==> config.mk <==
export PLATFORM = sky130hd
export DESIGN_NAME = differential_drive_pose_integrator_unit
export DESIGN_NICKNAME = d
export VERILOG_FILES = /design/src/hdl/ddpi_pkg.sv /design/src/hdl/ddpi_mul.sv /design/src/hdl/ddpi_div.sv /design/src/hdl/differential_drive_pose_integrator_unit.sv
export SDC_FILE = /design/constraint.sdc
export NUM_CORES = 2
export LEC_CHECK = 0
export BUFFER_PORTS_ARGS = -buffer_cell sky130_fd_sc_hd__buf_2
export CELL_PAD_IN_SITES_DETAIL_PLACEMENT = 1
export CELL_PAD_IN_SITES_GLOBAL_PLACEMENT = 1
export CORE_ASPECT_RATIO = 0.75
export CORE_UTILIZATION = 47
export CTS_BUF_LIST = sky130_fd_sc_hd__clkbuf_8
export CTS_CLUSTER_DIAMETER = 30
export DETAILED_ROUTE_END_ITERATION = 7
export PLACE_DENSITY = 0.9
export SETUP_SLACK_MARGIN = 0.2
export SLEW_MARGIN = 10
export SYNTH_ARGS = -nofsm -noshare
export SYNTH_HDL_FRONTEND = slang
export SYNTH_SLANG_ARGS = --single-unit
==> constraint.sdc <==
create_clock -name clk_i -period 6.1 [get_ports clk_i]
set_clock_uncertainty 0.05 [all_clocks]
set_input_delay 0.915 -clock clk_i [delete_from_list [all_inputs] [get_ports clk_i]]
set_output_delay 0.915 -clock clk_i [all_outputs]
set_load 0.02 [all_outputs]
==> src/hdl/ddpi_pkg.sv <==
package ddpi_pkg;

  // Field widths
  localparam int unsigned SLOT_W = 2;
  localparam int unsigned POS_W  = 32;
  localparam int unsigned HEAD_W = 16;
  localparam int unsigned SPD_W  = 16;
  localparam int unsigned RATE_W = 16;
  localparam int unsigned TICK_W = 10;
  localparam int unsigned THR_W  = 15;
  localparam int unsigned CFG_IW = 2;
  localparam int unsigned CFG_DW = 15;

  localparam int unsigned NUM_SLOTS_DEF = 4;

  // Shared serial units
  localparam int unsigned MUL_AW = 48;
  localparam int unsigned MUL_BW = 34;
  localparam int unsigned PROD_W = 64;
  localparam int unsigned DIV_NW = 48;
  localparam int unsigned DIV_DW = 16;

  typedef struct packed {
    logic              start;
    logic [MUL_AW-1:0] a;
    logic [MUL_BW-1:0] b;
  } mul_req_t;

  typedef struct packed {
    logic              done;
    logic [PROD_W-1:0] prod;
  } mul_rsp_t;

  typedef struct packed {
    logic              start;
    logic [DIV_NW-1:0] n;
    logic [DIV_DW-1:0] d;
  } div_req_t;

  typedef struct packed {
    logic              done;
    logic [DIV_NW-1:0] quo;
  } div_rsp_t;

  typedef enum logic [0:0] {
    OP_ADVANCE = 1'b0,
    OP_PLACE   = 1'b1
  } opcode_e;

  localparam logic [CFG_IW-1:0] CFG_TICK = 2'd0;
  localparam logic [CFG_IW-1:0] CFG_THR  = 2'd1;

  localparam logic [TICK_W-1:0] TICK_RESET = 10'd10;
  localparam logic [THR_W-1:0]  THR_RESET  = 15'd640;

  // Arithmetic constants
  localparam logic [30:0]       ONE_Q30     = 31'd1073741824;
  localparam logic [MUL_BW-1:0] HALF_PI_Q32 = 34'd6746518852;
  localparam logic [MUL_BW-1:0] NINETY_PI   = 34'd117342;
  localparam logic [DIV_DW-1:0] K_5625      = 16'd5625;
  localparam logic [DIV_NW-1:0] RND_5625    = 48'd2812;
  localparam logic [DIV_DW-1:0] K_125       = 16'd125;
  localparam logic [PROD_W-1:0] RND_STR     = 64'd2097152000;
  localparam logic [PROD_W-1:0] RND_SIN     = 64'd2147483648;
  localparam logic [DIV_DW-1:0] K_72        = 16'd72;
  localparam logic [DIV_DW-1:0] K_42        = 16'd42;
  localparam logic [DIV_DW-1:0] K_20        = 16'd20;
  localparam logic [DIV_DW-1:0] K_6         = 16'd6;
  localparam logic [DIV_DW-1:0] K_90        = 16'd90;
  localparam logic [DIV_DW-1:0] K_56        = 16'd56;
  localparam logic [DIV_DW-1:0] K_30        = 16'd30;
  localparam logic [DIV_DW-1:0] K_12        = 16'd12;

  localparam logic [POS_W-1:0]  SLOT0_X = 32'hFFE98000;
  localparam logic [POS_W-1:0]  SLOT1_X = 32'h00168000;
  localparam logic [HEAD_W-1:0] SLOT1_H = 16'h8000;

  function automatic logic [POS_W-1:0] slot_x_rst(int unsigned i);
    logic [POS_W-1:0] r;
    r = '0;
    if (i == 0) r = SLOT0_X;
    else if (i == 1) r = SLOT1_X;
    return r;
  endfunction

  function automatic logic [HEAD_W-1:0] slot_h_rst(int unsigned i);
    return (i == 1) ? SLOT1_H : '0;
  endfunction

endpackage

==> src/hdl/ddpi_mul.sv <==
module ddpi_mul
  import ddpi_pkg::*;
(
  input  logic     clk_i,
  input  logic     rst_ni,
  input  mul_req_t req_i,
  output mul_rsp_t rsp_o
);

  logic              busy_q;
  logic [PROD_W-1:0] a_q;
  logic [MUL_BW-1:0] b_q;
  logic [PROD_W-1:0] acc_q;

  always_ff @(posedge clk_i or negedge rst_ni) begin
    if (!rst_ni) begin
      busy_q <= 1'b0;
    end else if (req_i.start) begin
      busy_q <= 1'b1;
    end else if (busy_q && (b_q == '0)) begin
      busy_q <= 1'b0;
    end
  end

  // one multiplier bit per cycle, stop once the remaining bits are zero
  always_ff @(posedge clk_i) begin
    if (req_i.start) begin
      a_q   <= PROD_W'(req_i.a);
      b_q   <= req_i.b;
      acc_q <= '0;
    end else if (busy_q && (b_q != '0)) begin
      acc_q <= acc_q + (b_q[0] ? a_q : '0);
      a_q   <= {a_q[PROD_W-2:0], 1'b0};
      b_q   <= {1'b0, b_q[MUL_BW-1:1]};
    end
  end

  assign rsp_o.done = busy_q && (b_q == '0);
  assign rsp_o.prod = acc_q;

endmodule

==> src/hdl/ddpi_div.sv <==
module ddpi_div
  import ddpi_pkg::*;
(
  input  logic     clk_i,
  input  logic     rst_ni,
  input  div_req_t req_i,
  output div_rsp_t rsp_o
);

  localparam int unsigned CNT_W = $clog2(DIV_NW + 1);

  logic              busy_q;
  logic [CNT_W-1:0]  cnt_q;
  logic [DIV_NW-1:0] nq_q;
  logic [DIV_DW-1:0] rem_q;
  logic [DIV_DW-1:0] d_q;
  logic [DIV_DW:0]   trial;
  logic              fits;

  assign trial = {rem_q, nq_q[DIV_NW-1]};
  assign fits  = trial >= {1'b0, d_q};

  always_ff @(posedge clk_i or negedge rst_ni) begin
    if (!rst_ni) begin
      busy_q <= 1'b0;
      cnt_q  <= '0;
    end else if (req_i.start) begin
      busy_q <= 1'b1;
      cnt_q  <= CNT_W'(DIV_NW);
    end else if (busy_q) begin
      if (cnt_q == '0) busy_q <= 1'b0;
      else cnt_q <= cnt_q - 1'b1;
    end
  end

  // restoring division, quotient bits shift in behind the dividend
  always_ff @(posedge clk_i) begin
    if (req_i.start) begin
      nq_q  <= req_i.n;
      d_q   <= req_i.d;
      rem_q <= '0;
    end else if (busy_q && (cnt_q != '0)) begin
      rem_q <= fits ? DIV_DW'(trial - {1'b0, d_q}) : trial[DIV_DW-1:0];
      nq_q  <= {nq_q[DIV_NW-2:0], fits};
    end
  end

  assign rsp_o.done = busy_q && (cnt_q == '0);
  assign rsp_o.quo  = nq_q;

endmodule

==> src/hdl/differential_drive_pose_integrator_unit.sv <==
// Dead-reckoning pose keeper for NUM_SLOTS robots: a place word loads a slot's pose, an
// advance word moves it by one tick along a straight line or an exact arc and every word
// returns the slot's new pose. One word is worked on at a time. All products and quotients
// come from one bit-serial multiplier (one multiplier bit per cycle) and one restoring
// divider (one quotient bit per cycle), driven by a step sequencer. A place word, or a
// word for a slot beyond NUM_SLOTS, skips the sequencer; a straight-line advance
// evaluates the sine and cosine series once and an arc advance twice. A new word is
// taken as soon as the previous one is finished, while its result still waits in the
// output register.
module differential_drive_pose_integrator_unit
  import ddpi_pkg::*;
#(
  parameter int unsigned NUM_SLOTS = NUM_SLOTS_DEF
) (
  input  logic                     clk_i,
  input  logic                     rst_ni,
  input  logic                     cfg_valid_i,
  output logic                     cfg_ready_o,
  input  logic [CFG_IW-1:0]        cfg_index_i,
  input  logic [CFG_DW-1:0]        cfg_data_i,
  input  logic                     in_valid_i,
  output logic                     in_ready_o,
  input  logic [0:0]               opcode_i,
  input  logic [SLOT_W-1:0]        robot_slot_i,
  input  logic signed [SPD_W-1:0]  speed_i,
  input  logic signed [RATE_W-1:0] turn_rate_i,
  input  logic signed [POS_W-1:0]  place_x_i,
  input  logic signed [POS_W-1:0]  place_y_i,
  input  logic [HEAD_W-1:0]        place_heading_i,
  output logic                     out_valid_o,
  input  logic                     out_ready_i,
  output logic [SLOT_W-1:0]        result_slot_o,
  output logic signed [POS_W-1:0]  pose_x_o,
  output logic signed [POS_W-1:0]  pose_y_o,
  output logic [HEAD_W-1:0]        pose_heading_o
);

  localparam int unsigned SLOT_IW = (NUM_SLOTS > 1) ? $clog2(NUM_SLOTS) : 1;

  typedef enum logic [2:0] {
    ST_IDLE = 3'b001,
    ST_CALC = 3'b010,
    ST_FIN  = 3'b100
  } state_e;

  localparam logic [4:0] STP_WT  = 5'd0;
  localparam logic [4:0] STP_DH  = 5'd1;
  localparam logic [4:0] STP_X   = 5'd2;
  localparam logic [4:0] STP_X2  = 5'd3;
  localparam logic [4:0] STP_S1  = 5'd4;
  localparam logic [4:0] STP_S2M = 5'd5;
  localparam logic [4:0] STP_S2D = 5'd6;
  localparam logic [4:0] STP_S3M = 5'd7;
  localparam logic [4:0] STP_S3D = 5'd8;
  localparam logic [4:0] STP_S4M = 5'd9;
  localparam logic [4:0] STP_S4D = 5'd10;
  localparam logic [4:0] STP_SIN = 5'd11;
  localparam logic [4:0] STP_C1  = 5'd12;
  localparam logic [4:0] STP_C2M = 5'd13;
  localparam logic [4:0] STP_C2D = 5'd14;
  localparam logic [4:0] STP_C3M = 5'd15;
  localparam logic [4:0] STP_C3D = 5'd16;
  localparam logic [4:0] STP_C4M = 5'd17;
  localparam logic [4:0] STP_C4D = 5'd18;
  localparam logic [4:0] STP_C5M = 5'd19;
  localparam logic [4:0] STP_MAP = 5'd20;
  localparam logic [4:0] STP_DA  = 5'd21;
  localparam logic [4:0] STP_M1  = 5'd22;
  localparam logic [4:0] STP_M2  = 5'd23;
  localparam logic [4:0] STP_DV  = 5'd24;

  // configuration
  logic [TICK_W-1:0] tick_q;
  logic [THR_W-1:0]  thr_q;

  assign cfg_ready_o = 1'b1;

  always_ff @(posedge clk_i or negedge rst_ni) begin
    if (!rst_ni) begin
      tick_q <= TICK_RESET;
      thr_q  <= THR_RESET;
    end else if (cfg_valid_i) begin
      unique case (cfg_index_i)
        CFG_TICK: begin
          tick_q <= cfg_data_i[TICK_W-1:0];
        end
        CFG_THR: begin
          thr_q <= cfg_data_i[THR_W-1:0];
        end
        default: ;
      endcase
    end
  end

  // control
  state_e     st_q;
  logic [4:0] step_q;
  logic       issued_q;
  logic       in_acc;
  logic       out_free;
  logic       is_mul;
  logic       is_div;
  logic       issue;
  logic       fire;
  logic       last;
  logic [4:0] nxt;

  // slot storage and working registers
  logic [POS_W-1:0]  sx_q [NUM_SLOTS];
  logic [POS_W-1:0]  sy_q [NUM_SLOTS];
  logic [HEAD_W-1:0] sh_q [NUM_SLOTS];

  logic [SLOT_IW-1:0] idx_in;
  logic               slot_ok;
  logic [SPD_W-1:0]   spd_u;
  logic [RATE_W-1:0]  rate_u;
  logic [SPD_W-1:0]   v_mag_in;
  logic [RATE_W-1:0]  w_mag_in;

  logic [SLOT_W-1:0]  slot_q;
  logic [SLOT_IW-1:0] idx_q;
  logic               vld_q;
  logic [POS_W-1:0]   x_q;
  logic [POS_W-1:0]   y_q;
  logic [HEAD_W-1:0]  h_q;
  logic [POS_W-1:0]   dx_q;
  logic [POS_W-1:0]   dy_q;
  logic [HEAD_W-1:0]  dh_q;
  logic               v_neg_q;
  logic [SPD_W-1:0]   v_mag_q;
  logic               w_neg_q;
  logic [RATE_W-1:0]  w_mag_q;
  logic [TICK_W-1:0]  tk_q;
  logic               straight_q;
  logic               pass_q;
  logic               ax_q;
  logic               sgn_q;
  logic [31:0]        ang_q;
  logic [25:0]        p_q;
  logic [29:0]        xr_q;
  logic [29:0]        x2_q;
  logic [30:0]        t_q;
  logic [30:0]        tmp_q;
  logic [30:0]        sv_q;
  logic [30:0]        cv_q;
  logic [31:0]        s0_q;
  logic [31:0]        c0_q;
  logic [31:0]        s1_q;
  logic [31:0]        c1_q;
  logic [PROD_W-1:0]  pr_q;

  logic [POS_W-1:0]  nx;
  logic [POS_W-1:0]  ny;
  logic [HEAD_W-1:0] nh;

  mul_req_t mul_req;
  mul_rsp_t mul_rsp;
  div_req_t div_req;
  div_rsp_t div_rsp;

  logic [2:0]        oct;
  logic [29:0]       phi;
  logic [31:0]       sp;
  logic [31:0]       sn_neg;
  logic [31:0]       cp;
  logic [31:0]       cn_neg;
  logic [31:0]       sn;
  logic [31:0]       cs;
  logic [32:0]       diff;
  logic [31:0]       dmag;
  logic [PROD_W-1:0] mres;
  logic [PROD_W-1:0] xr_rnd;
  logic [DIV_NW-1:0] dq;
  logic [31:0]       dsig;

  assign in_ready_o = (st_q == ST_IDLE);
  assign in_acc     = in_valid_i && in_ready_o;
  assign out_free   = !out_valid_o || out_ready_i;

  assign idx_in   = SLOT_IW'(robot_slot_i);
  assign slot_ok  = ({30'd0, robot_slot_i} < 32'(NUM_SLOTS));
  assign spd_u    = speed_i;
  assign rate_u   = turn_rate_i;
  assign v_mag_in = spd_u[SPD_W-1] ? (SPD_W'(0) - spd_u) : spd_u;
  assign w_mag_in = rate_u[RATE_W-1] ? (RATE_W'(0) - rate_u) : rate_u;

  // octant reduction and sign mapping of the series results
  assign oct    = ang_q[31:29];
  assign phi    = oct[0] ? (30'h2000_0000 - {1'b0, ang_q[28:0]}) : {1'b0, ang_q[28:0]};
  assign sp     = {1'b0, sv_q};
  assign cp     = {1'b0, cv_q};
  assign sn_neg = 32'd0 - sp;
  assign cn_neg = 32'd0 - cp;

  always_comb begin
    unique case (oct)
      3'd0:    begin sn = sp;     cs = cp;     end
      3'd1:    begin sn = cp;     cs = sp;     end
      3'd2:    begin sn = cp;     cs = sn_neg; end
      3'd3:    begin sn = sp;     cs = cn_neg; end
      3'd4:    begin sn = sn_neg; cs = cn_neg; end
      3'd5:    begin sn = cn_neg; cs = sn_neg; end
      3'd6:    begin sn = cn_neg; cs = sp;     end
      default: begin sn = sn_neg; cs = cp;     end
    endcase
  end

  // factor that multiplies the speed for the current axis
  always_comb begin
    priority if (straight_q) begin
      diff = ax_q ? {s0_q[31], s0_q} : {c0_q[31], c0_q};
    end else if (!ax_q) begin
      diff = {s1_q[31], s1_q} - {s0_q[31], s0_q};
    end else begin
      diff = {c0_q[31], c0_q} - {c1_q[31], c1_q};
    end
  end
  assign dmag = diff[32] ? (32'd0 - diff[31:0]) : diff[31:0];

  assign mres   = mul_rsp.prod;
  assign xr_rnd = mres + RND_SIN;
  assign dq     = div_rsp.quo;
  assign dsig   = sgn_q ? (32'd0 - dq[31:0]) : dq[31:0];

  // step decode: unit, operands and successor
  always_comb begin
    is_mul    = 1'b0;
    is_div    = 1'b0;
    mul_req.a = '0;
    mul_req.b = '0;
    div_req.n = '0;
    div_req.d = '0;
    nxt       = step_q + 5'd1;
    last      = 1'b0;
    unique case (step_q)
      STP_WT: begin
        is_mul = 1'b1; mul_req.a = MUL_AW'(w_mag_q); mul_req.b = MUL_BW'(tk_q);
      end
      STP_DH: begin
        is_div = 1'b1; div_req.n = (DIV_NW'(p_q) << 4) + RND_5625; div_req.d = K_5625;
      end
      STP_X: begin
        is_mul = 1'b1; mul_req.a = MUL_AW'(phi); mul_req.b = HALF_PI_Q32;
      end
      STP_X2: begin
        is_mul = 1'b1; mul_req.a = MUL_AW'(xr_q); mul_req.b = MUL_BW'(xr_q);
      end
      STP_S1:  begin is_div = 1'b1; div_req.n = DIV_NW'(x2_q);  div_req.d = K_72; end
      STP_S2D: begin is_div = 1'b1; div_req.n = DIV_NW'(tmp_q); div_req.d = K_42; end
      STP_S3D: begin is_div = 1'b1; div_req.n = DIV_NW'(tmp_q); div_req.d = K_20; end
      STP_S4D: begin is_div = 1'b1; div_req.n = DIV_NW'(tmp_q); div_req.d = K_6;  end
      STP_C1:  begin is_div = 1'b1; div_req.n = DIV_NW'(x2_q);  div_req.d = K_90; end
      STP_C2D: begin is_div = 1'b1; div_req.n = DIV_NW'(tmp_q); div_req.d = K_56; end
      STP_C3D: begin is_div = 1'b1; div_req.n = DIV_NW'(tmp_q); div_req.d = K_30; end
      STP_C4D: begin is_div = 1'b1; div_req.n = DIV_NW'(tmp_q); div_req.d = K_12; end
      STP_S2M, STP_S3M, STP_S4M, STP_C2M, STP_C3M, STP_C4M, STP_C5M: begin
        is_mul = 1'b1; mul_req.a = MUL_AW'(x2_q); mul_req.b = MUL_BW'(t_q);
      end
      STP_SIN: begin
        is_mul = 1'b1; mul_req.a = MUL_AW'(xr_q); mul_req.b = MUL_BW'(t_q);
      end
      STP_MAP: begin
        if (pass_q || straight_q) nxt = STP_M1;
      end
      STP_DA: begin
        is_div = 1'b1; div_req.n = (DIV_NW'(p_q) << 20) + RND_5625; div_req.d = K_5625;
        nxt = STP_X;
      end
      STP_M1: begin
        is_mul = 1'b1; mul_req.a = MUL_AW'(v_mag_q); mul_req.b = MUL_BW'(dmag);
      end
      STP_M2: begin
        is_mul = 1'b1; mul_req.a = pr_q[MUL_AW-1:0];
        mul_req.b = straight_q ? MUL_BW'(tk_q) : NINETY_PI;
      end
      STP_DV: begin
        is_div = 1'b1;
        if (straight_q) begin
          div_req.n = DIV_NW'((pr_q + RND_STR) >> 25);
          div_req.d = K_125;
        end else begin
          div_req.n = DIV_NW'((pr_q + (PROD_W'(w_mag_q) << 26)) >> 27);
          div_req.d = w_mag_q;
        end
        nxt  = STP_M1;
        last = ax_q;
      end
      default: begin
        last = 1'b1;
      end
    endcase
  end

  assign issue         = (st_q == ST_CALC) && !issued_q && (is_mul || is_div);
  assign mul_req.start = issue && is_mul;
  assign div_req.start = issue && is_div;
  assign fire = (st_q == ST_CALC) &&
                ((!is_mul && !is_div) || (issued_q && (mul_rsp.done || div_rsp.done)));

  always_ff @(posedge clk_i or negedge rst_ni) begin
    if (!rst_ni) begin
      st_q     <= ST_IDLE;
      step_q   <= STP_WT;
      issued_q <= 1'b0;
    end else begin
      unique case (st_q)
        ST_IDLE: begin
          if (in_acc) begin
            st_q     <= ((opcode_i == OP_ADVANCE) && slot_ok) ? ST_CALC : ST_FIN;
            step_q   <= STP_WT;
            issued_q <= 1'b0;
          end
        end
        ST_CALC: begin
          if (issue) issued_q <= 1'b1;
          if (fire) begin
            issued_q <= 1'b0;
            step_q   <= nxt;
            if (last) st_q <= ST_FIN;
          end
        end
        ST_FIN: begin
          if (out_free) st_q <= ST_IDLE;
        end
        default: st_q <= ST_IDLE;
      endcase
    end
  end

  // working registers
  always_ff @(posedge clk_i) begin
    if (in_acc) begin
      slot_q     <= robot_slot_i;
      idx_q      <= idx_in;
      vld_q      <= slot_ok;
      dx_q       <= '0;
      dy_q       <= '0;
      dh_q       <= '0;
      v_neg_q    <= spd_u[SPD_W-1];
      v_mag_q    <= v_mag_in;
      w_neg_q    <= rate_u[RATE_W-1];
      w_mag_q    <= w_mag_in;
      tk_q       <= tick_q;
      straight_q <= (rate_u == '0) || (w_mag_in < {1'b0, thr_q});
      pass_q     <= 1'b0;
      ax_q       <= 1'b0;
      if (!slot_ok) begin
        x_q   <= '0;
        y_q   <= '0;
        h_q   <= '0;
        ang_q <= '0;
      end else if (opcode_i == OP_PLACE) begin
        x_q   <= place_x_i;
        y_q   <= place_y_i;
        h_q   <= place_heading_i;
        ang_q <= '0;
      end else begin
        x_q   <= sx_q[idx_in];
        y_q   <= sy_q[idx_in];
        h_q   <= sh_q[idx_in];
        ang_q <= {sh_q[idx_in], 16'd0};
      end
    end else if (fire) begin
      unique case (step_q)
        STP_WT:  p_q  <= mres[25:0];
        STP_DH:  dh_q <= w_neg_q ? (16'd0 - dq[15:0]) : dq[15:0];
        STP_X:   xr_q <= xr_rnd[61:32];
        STP_X2:  x2_q <= mres[59:30];
        STP_S1, STP_S2D, STP_S3D, STP_S4D, STP_C1, STP_C2D, STP_C3D, STP_C4D: begin
          t_q <= ONE_Q30 - dq[30:0];
        end
        STP_S2M, STP_S3M, STP_S4M, STP_C2M, STP_C3M, STP_C4M: begin
          tmp_q <= mres[60:30];
        end
        STP_SIN: sv_q <= mres[60:30];
        STP_C5M: cv_q <= ONE_Q30 - mres[61:31];
        STP_MAP: begin
          if (pass_q) begin
            s1_q <= sn;
            c1_q <= cs;
          end else begin
            s0_q <= sn;
            c0_q <= cs;
          end
        end
        STP_DA: begin
          ang_q  <= {h_q, 16'd0} + (w_neg_q ? (32'd0 - dq[31:0]) : dq[31:0]);
          pass_q <= 1'b1;
        end
        STP_M1: begin
          pr_q  <= mres;
          sgn_q <= v_neg_q ^ diff[32] ^ (!straight_q && w_neg_q);
        end
        STP_M2: pr_q <= mres;
        STP_DV: begin
          if (ax_q) dy_q <= dsig;
          else dx_q <= dsig;
          ax_q <= 1'b1;
        end
        default: ;
      endcase
    end
  end

  assign nx = x_q + dx_q;
  assign ny = y_q + dy_q;
  assign nh = h_q + dh_q;

  // slot storage, written back when the result is handed over
  always_ff @(posedge clk_i or negedge rst_ni) begin
    if (!rst_ni) begin
      for (int i = 0; i < NUM_SLOTS; i++) begin
        sx_q[i] <= slot_x_rst(i);
        sy_q[i] <= '0;
        sh_q[i] <= slot_h_rst(i);
      end
    end else if ((st_q == ST_FIN) && out_free && vld_q) begin
      sx_q[idx_q] <= nx;
      sy_q[idx_q] <= ny;
      sh_q[idx_q] <= nh;
    end
  end

  // output register
  always_ff @(posedge clk_i or negedge rst_ni) begin
    if (!rst_ni) begin
      out_valid_o <= 1'b0;
    end else if ((st_q == ST_FIN) && out_free) begin
      out_valid_o <= 1'b1;
    end else if (out_ready_i) begin
      out_valid_o <= 1'b0;
    end
  end

  always_ff @(posedge clk_i) begin
    if ((st_q == ST_FIN) && out_free) begin
      result_slot_o  <= slot_q;
      pose_x_o       <= nx;
      pose_y_o       <= ny;
      pose_heading_o <= nh;
    end
  end

  ddpi_mul u_mul (
    .clk_i  (clk_i),
    .rst_ni (rst_ni),
    .req_i  (mul_req),
    .rsp_o  (mul_rsp)
  );

  ddpi_div u_div (
    .clk_i  (clk_i),
    .rst_ni (rst_ni),
    .req_i  (div_req),
    .rsp_o  (div_rsp)
  );

`ifndef SYNTHESIS
  a_one_unit: assert property (@(posedge clk_i) disable iff (!rst_ni)
    !(mul_rsp.done && div_rsp.done))
    else $error("multiplier and divider finished together");

  a_mul_owned: assert property (@(posedge clk_i) disable iff (!rst_ni)
    mul_rsp.done |-> (st_q == ST_CALC) && issued_q && is_mul)
    else $error("multiplier result with no step waiting for it");

  a_div_owned: assert property (@(posedge clk_i) disable iff (!rst_ni)
    div_rsp.done |-> (st_q == ST_CALC) && issued_q && is_div)
    else $error("divider result with no step waiting for it");

  a_result_load: assert property (@(posedge clk_i) disable iff (!rst_ni)
    (st_q == ST_FIN) && out_free |=> out_valid_o && (st_q == ST_IDLE))
    else $error("finished word not presented");
`endif

endmodule

Word-level counts from Yosys, hierarchy flattened
Index checks and enable logic that the tools add are counted.

word-level totals
  flip-flop bits (word level) = 1331
  input bits = 137
  output and inout bits = 85
  logic and storage cells = 292

operators by class
  add/subtract/negate cells = 25
  magnitude comparators = 5
  equal/unequal tests = 40
  multiplexer cells = 75
  bitwise gates (word level) = 7
  reduce and logical (&&, ||, !) cells = 78

operators by type and width
  kind                                               count
  case mux 63 bit (11 select lines)                  1
  case mux 82 bit (7 select lines)                   1
  two-way mux 32 bit                                 14
  bitwise mux 128 bit                                2
  two-way mux 48 bit                                 4
  case mux 32 bit (3 select lines)                   2
  binary-select mux 32 bit (select 2 bit)            2
  two-way mux 16 bit                                 7
  two-way mux 33 bit                                 3
  adder 32 bit                                       3
  two-way mux 34 bit                                 2
  subtractor 32 x 32 -> 33 bit                       2
  adder 64 x 31 -> 64 bit, second input constant     1
  adder 64 x 42 -> 64 bit                            1
  adder 64 bit                                       1
  bitwise mux 64 bit                                 1
  demux 32 bit (select 2 bit)                        1
  two-way mux 64 bit                                 1
  subtractor 1 x 31 -> 32 bit, first input constant  2
  subtractor 1 x 32 -> 32 bit, first input constant  2
  adder 62 x 32 -> 62 bit, second input constant     1
  subtractor 31 bit, first input constant            2
  two-way mux 55 bit                                 1
  subtractor 1 x 16 -> 16 bit, first input constant  3
  61 further kinds                                   170

Longest topological paths before layout
  word-level depth = 9
  depth in mapped cells = 25
  depth with buffers taken out = 25

By module
From an unflattened synthesis, not the netlist that was laid out.

unflattened totals
  cell total of the unflattened synthesis = 7197
  area total of the unflattened synthesis = 75964.1 µm²

by module, submodules not included
  module                                   times used  cells each  area an instance (µm²)  sequential area each (µm²)
  differential_drive_pose_integrator_unit  1           5656        60867.1                 29893.7
  ddpi_mul                                 1           1152        10486.3                 4088.9
  ddpi_div                                 1           389         4610.7                  2417.3

Least setup slack after synthesis
Ideal clock, no wire load.

  kind = reg-to-reg
  start point = register step_q[2]
  end point = register pr_q[0], enable pin
  arrival time = 5.685 ns
  setup slack = -0.142 ns
  cell stages (with the launch flop) = 13
  buffers on the path = 3
  path through = dfrtp_1 > clkbuf_1 > nor2b_1 > and3_1 > clkbuf_1 > or2_2 > clkbuf_1 > or4_1 > a31oi_1 > nand2_1 > nand2_1 > nand2_1 > a21oi_1

on the way
  cells in the longest elaborated chain, start to end = 8
  elaborated cells between the ends (all ways) = 35
  those cells by class = eq/ne: 23; mux: 2; reduce/logical: 10

ends and longest elaborated chain
  what                                                                  RTL line                                                                                        RTL
  from (decl)                                                           differential_drive_pose_integrator_unit.sv:97                                                   logic [4:0] step_q;
  from (signal assigned)                                                differential_drive_pose_integrator_unit.sv:318                                                  step_q <= nxt;
  equality test 5 bit, or another cell as far along                     differential_drive_pose_integrator_unit.sv:235, differential_drive_pose_integrator_unit.sv:364
  OR reduction 13 bit (no line) or OR reduction 11 bit (tied branches)  --
  two-way mux 1 bit                                                     differential_drive_pose_integrator_unit.sv:235                                                  unique case (step_q)
  logical NOT 1 bit                                                     differential_drive_pose_integrator_unit.sv:298                                                  ((!is_mul && !is_div) || (issued_q && (mul_rsp.done || div_rsp.done)));
  logical AND 1 bit                                                     differential_drive_pose_integrator_unit.sv:298
  logical OR 1 bit                                                      differential_drive_pose_integrator_unit.sv:298
  logical AND 1 bit                                                     differential_drive_pose_integrator_unit.sv:297                                                  assign fire = (st_q == ST_CALC) &&
  AND reduction 3 bit (no line) (*)                                     --
  to (signal assigned)                                                  differential_drive_pose_integrator_unit.sv:391                                                  pr_q <= mres;
  to (signal assigned)                                                  differential_drive_pose_integrator_unit.sv:394                                                  STP_M2: pr_q <= mres;
  to (decl)                                                             differential_drive_pose_integrator_unit.sv:150                                                  logic [PROD_W-1:0] pr_q;

Mark *: on every way between the ends. The rest lies on a longest branch, timed or not.
A chain may end at the register's enable or synchronous reset.

Final worst setup path
  start point = register dy_q[0]
  end point = register sy_q[62] in the netlist's numbering

on the way
  cells in the longest elaborated chain, start to end = 2

ends and longest elaborated chain
  what                             RTL line                                        RTL
  from (decl)                      differential_drive_pose_integrator_unit.sv:127  logic [POS_W-1:0] dy_q;
  from (signal assigned)           differential_drive_pose_integrator_unit.sv:396  if (ax_q) dy_q <= dsig;
  adder 32 bit                     differential_drive_pose_integrator_unit.sv:406  assign ny = y_q + dy_q;
  via ny[30]                       differential_drive_pose_integrator_unit.sv:153  logic [POS_W-1:0] ny;
  bitwise mux 128 bit              differential_drive_pose_integrator_unit.sv:419  sy_q[idx_q] <= ny;
  to (signal, indexed assignment)  differential_drive_pose_integrator_unit.sv:419
  to (decl)                        differential_drive_pose_integrator_unit.sv:110  logic [POS_W-1:0] sy_q [NUM_SLOTS];

The timed path passes the listed nets, and every way through them passes these cells.

==> results.py <==
metrics = {
    "logic_synthesis": {
        "yosysTopAreaCellShare": 0.322,
        "synth_common_cells": "943 x nand2_1, 789 x edfxtp_1, 483 x nor2_1, 427 x o21ai_0, 382 x a21oi_1",
        "ys_seq_elements": 1330,
        "synth_area_leaders": "edfxtp_1 32%, dfrtp_1 12%, dfxtp_1 4.8%",
        "yosysMostFrequentCell": "nand2_1",
        "synthCells": 7034,
        "syn_nets": 7461,
        "ys_seq_area_frac": 0.494,
        "synth_ff_type": "edfxtp_1",
        "yosysWarnings": 0,
        "async_flop_share": 0.273,
        "synth_area_per_cell_sq_um": 10.5,
        "yosysUniqueCellTypes": 88,
        "synth.cell_area_sq_mm": 0.0737,
        "synth_area_leader_cell": "edfxtp_1",
        "synth-edff-count": 789,
    },
    "run_status": {
        "status": "finished, violations left",
        "violations": "DRC, capacitance limit, slew limit",
    },
    "global_routing": {
        "grt_max_degree": 126,
        "first_global_vias": 64604,
        "antenna_found_initial": 31,
        "gr-usage-all-layers": 0.367,
        "grt_overflow_total": 0,
        "grt_first_pass_wirelength_um": 432000,
    },
    "power": {
        "ir_drop_v": 0.000332,
        "cellLeakagePower_nw": 34.1,
        "p_per_area_mw_per_mm2": 417,
    },
    "routing": {
        "vias": 63591,
        "drt-initial-drc-count": 8424,
        "routed_via_density": 6.58,
        "ant_nets": 0,
        "drc": 2,
        "routed_wl_um": 298000,
        "routedWlPerCell_um": 30.8,
        "first_pass_iters": 8,
    },
    "worst_setup_path": {
        "crit_chain": "ha_1 > inv_1 > fa_1 > nor2b_1 > o21ai_0 > a21oi_1 > o21ai_0 > o21ai_0 > o41ai_1 > buf_4 > o21ai_0 > nor4_1 > nor3_1 > a41oi_1 > a21oi_1 > xor2_1 > mux2_2",
        "path_max_fanout": 5,
        "critPathMostFrequentCell": "o21ai_0",
        "slowest_stage": "o21ai_0",
        "crit_path_max_incr_delay_ns": 0.90,
        "path_class": "reg2reg",
        "critPathLaunchType": "flop",
        "rr_worst_depth": 17,
        "critical_path_required_ns": 7.02,
        "cp-end-kind": "flop",
        "crit_arrival_ns": 6.83,
    },
    "cells_and_area": {
        "finalNetCount": 7757,
        "fin_cells": 9658,
        "syn_to_final_growth_pct": 13.9,
        "fillers": 16775,
        "multi_input_area_sq_mm": 0.0352,
        "layout-drive-gt1-share": 0.181,
        "regArea_sq_mm": 0.0364,
    },
    "place": {
        "gp_congestion": 1.04,
        "dp.final_hpwl_um": 206000,
        "placedCellCount": 9126,
        "port_buffers": 220,
    },
    "die": {
        "initial_core_util": 0.475,
        "core-area_sq_mm": 0.155,
        "dieArea_sq_mm": 0.158,
        "top_level_ports": 222,
        "die_h_um": 345,
        "die_w_um": 459,
        "num_rows": 125,
    },
    "worst_hold_path": {
        "hold_class": "in2reg",
        "holdPathStages": 1,
    },
    "sta": {
        "hold_viol": 0,
        "worst_pin_slew_ns": 1.51,
        "finalCritPeriodShare": 0.970,
        "finalSetupTns_ns": 0,
        "min_period_ns": 5.92,
        "max_freq_ghz": 0.169,
        "rsz0062_at_grt": "yes",
        "finalSetupViolations": 0,
        "maxSlewHeadroom": -0.0154,
        "drv_slew": 5,
    },
    "clock_tree": {
        "cts_max_level": 5,
        "path_clk_slew_ns": 0.07,
        "cts_tree": "yes",
        "cts_root_buf": "clkbuf_8",
        "cts_sinks": 1330,
        "clockBufferDepth": 4,
        "clock_latency_ns": 1.06,
        "cts-buffers-inserted": 286,
    },
    "run": {
        "maxCapViolCount": 1,
    },
}
## metrics by stage
stage          setup WS, ns  hold slack [ns]  utilization  cell area (sq um)  power [mW]
3_5_place_dp         0.0914            0.382        0.500              77500        23.7
3_3_place_gp          0.168            0.380        0.500              77500        22.9
6_report              0.182           0.0677        0.541              83900        35.0
5_1_grt               0.133           0.0344        0.541              83900        36.0
2_1_floorplan         0.325            0.367            -              73700        19.7
4_1_cts               0.205           0.0152        0.539              83700        34.4
## final cells by class
cell class                 instances  area share
clock buffer                     316      0.0519
timing repair buffer             411      0.0323
sequential                      1330       0.434
multi-input combinational       5062       0.420
inverter                         239      0.0108
antenna                           21    0.000627
tap                             2095      0.0313
clock inverter                   184      0.0198
## state kept, by name, summed over array words and instances (netlist names), 33 cells and up
signal	flops
pr_q	64
sh_q	64
sx_q	128
sy_q	128
u_div.nq_q	48
u_mul.a_q	64
u_mul.acc_q	64
u_mul.b_q	33
## placed cells by master, fill, tap and decap left out, types with 49 or more instances in the layout
master,Yosys,final
and2_1,92,91
nor2_1,483,472
inv_1,233,285
mux2_2,284,284
dfxtp_1,178,177
edfxtp_1,789,789
nand4_1,54,54
ha_1,281,279
dfrtp_1,339,339
buf_2,2,216
mux4_2,100,100
nand2_1,943,938
nor2b_1,50,49
a221oi_1,85,85
nor3_1,105,100
or3_1,61,51
nand3_1,140,139
xnor2_1,327,323
buf_4,2,179
a21oi_1,382,368
a211oi_1,108,108
a21o_1,121,121
clkbuf_8,0,316
xor2_1,252,252
nand2b_1,51,50
o21ai_0,427,418
## power by group
group          internal, mW  total (mW)  switching, mW
Clock                  6.00        10.5           4.49
Sequential             12.0        13.6           1.65
Combinational          4.03        10.8           6.80
## kinds of logic (layout without fill, tap and decap cells)
group	count (synthesis)	count (layout)	share of synthesized area
flip-flops	1330	1330	0.494
other	1	22	0.0000509
AND/OR/NAND/NOR	2158	2158	0.133
XOR/XNOR	579	579	0.0688
multiplexers	427	427	0.0798
buffers and inverters	642	1150	0.0330
adder cells (fa/ha/maj)	290	290	0.0502
AO/OA/AOI/OAI	1607	1607	0.142
## final timing paths
path / from / endpoint / slack (ns)
hold / removal: turn_rate_i[0] / w_mag_q[0]$_DFFE_PP_ / 0.07
max in group asynchronous: rst_ni / tick_q[0]$_DFFE_PN0P_ / 4.00
setup / recovery: dy_q[0]$_SDFFE_PP0P_ / sy_q[62]$_DFFE_PN0P_ / 0.18
hold reg to reg: tick_q[0]$_DFFE_PN0P_ / tk_q[0]$_DFFE_PP_ / 0.37
min in group asynchronous: rst_ni / sx_q[30]$_DFFE_PN0P_ / 0.57
setup reg to reg: dy_q[0]$_SDFFE_PP0P_ / sy_q[62]$_DFFE_PN0P_ / 0.18
## timing repair
action,4_1_cts,5_1_grt
buffers inserted,6,4
endpoints found under the hold margin,88,0
gates cloned,0,0
hold buffers,1,0
pin swaps,5,20
setup endpoints to repair,4,5
gates resized for setup,15,32
## per-layer routing
metal | wire (um) | track usage | vias to the layer above
met1 | 116000 | 0.487 | 32019
li1 | - | - | 26349
met2 | 129000 | 0.547 | 4187
met4 | 15400 | 0.171 | 26
met3 | 37000 | 0.116 | 1010
met5 | 150 | 0.00888 | -
## critical path: cells and delay by family, from the launching register on
family | cells | cell delay [ns]
and+or+nand+nor | 3 | 0.65
DFF | 1 | 0.38
AOI/OAI and AO/OA | 8 | 2.92
adders and majority gates | 2 | 0.62
muxes | 1 | 0.32
buffers and inverters | 2 | 0.25
xor gates and xnor gates | 1 | 0.63
No activity file was read; power rests on OpenSTA's default activity.
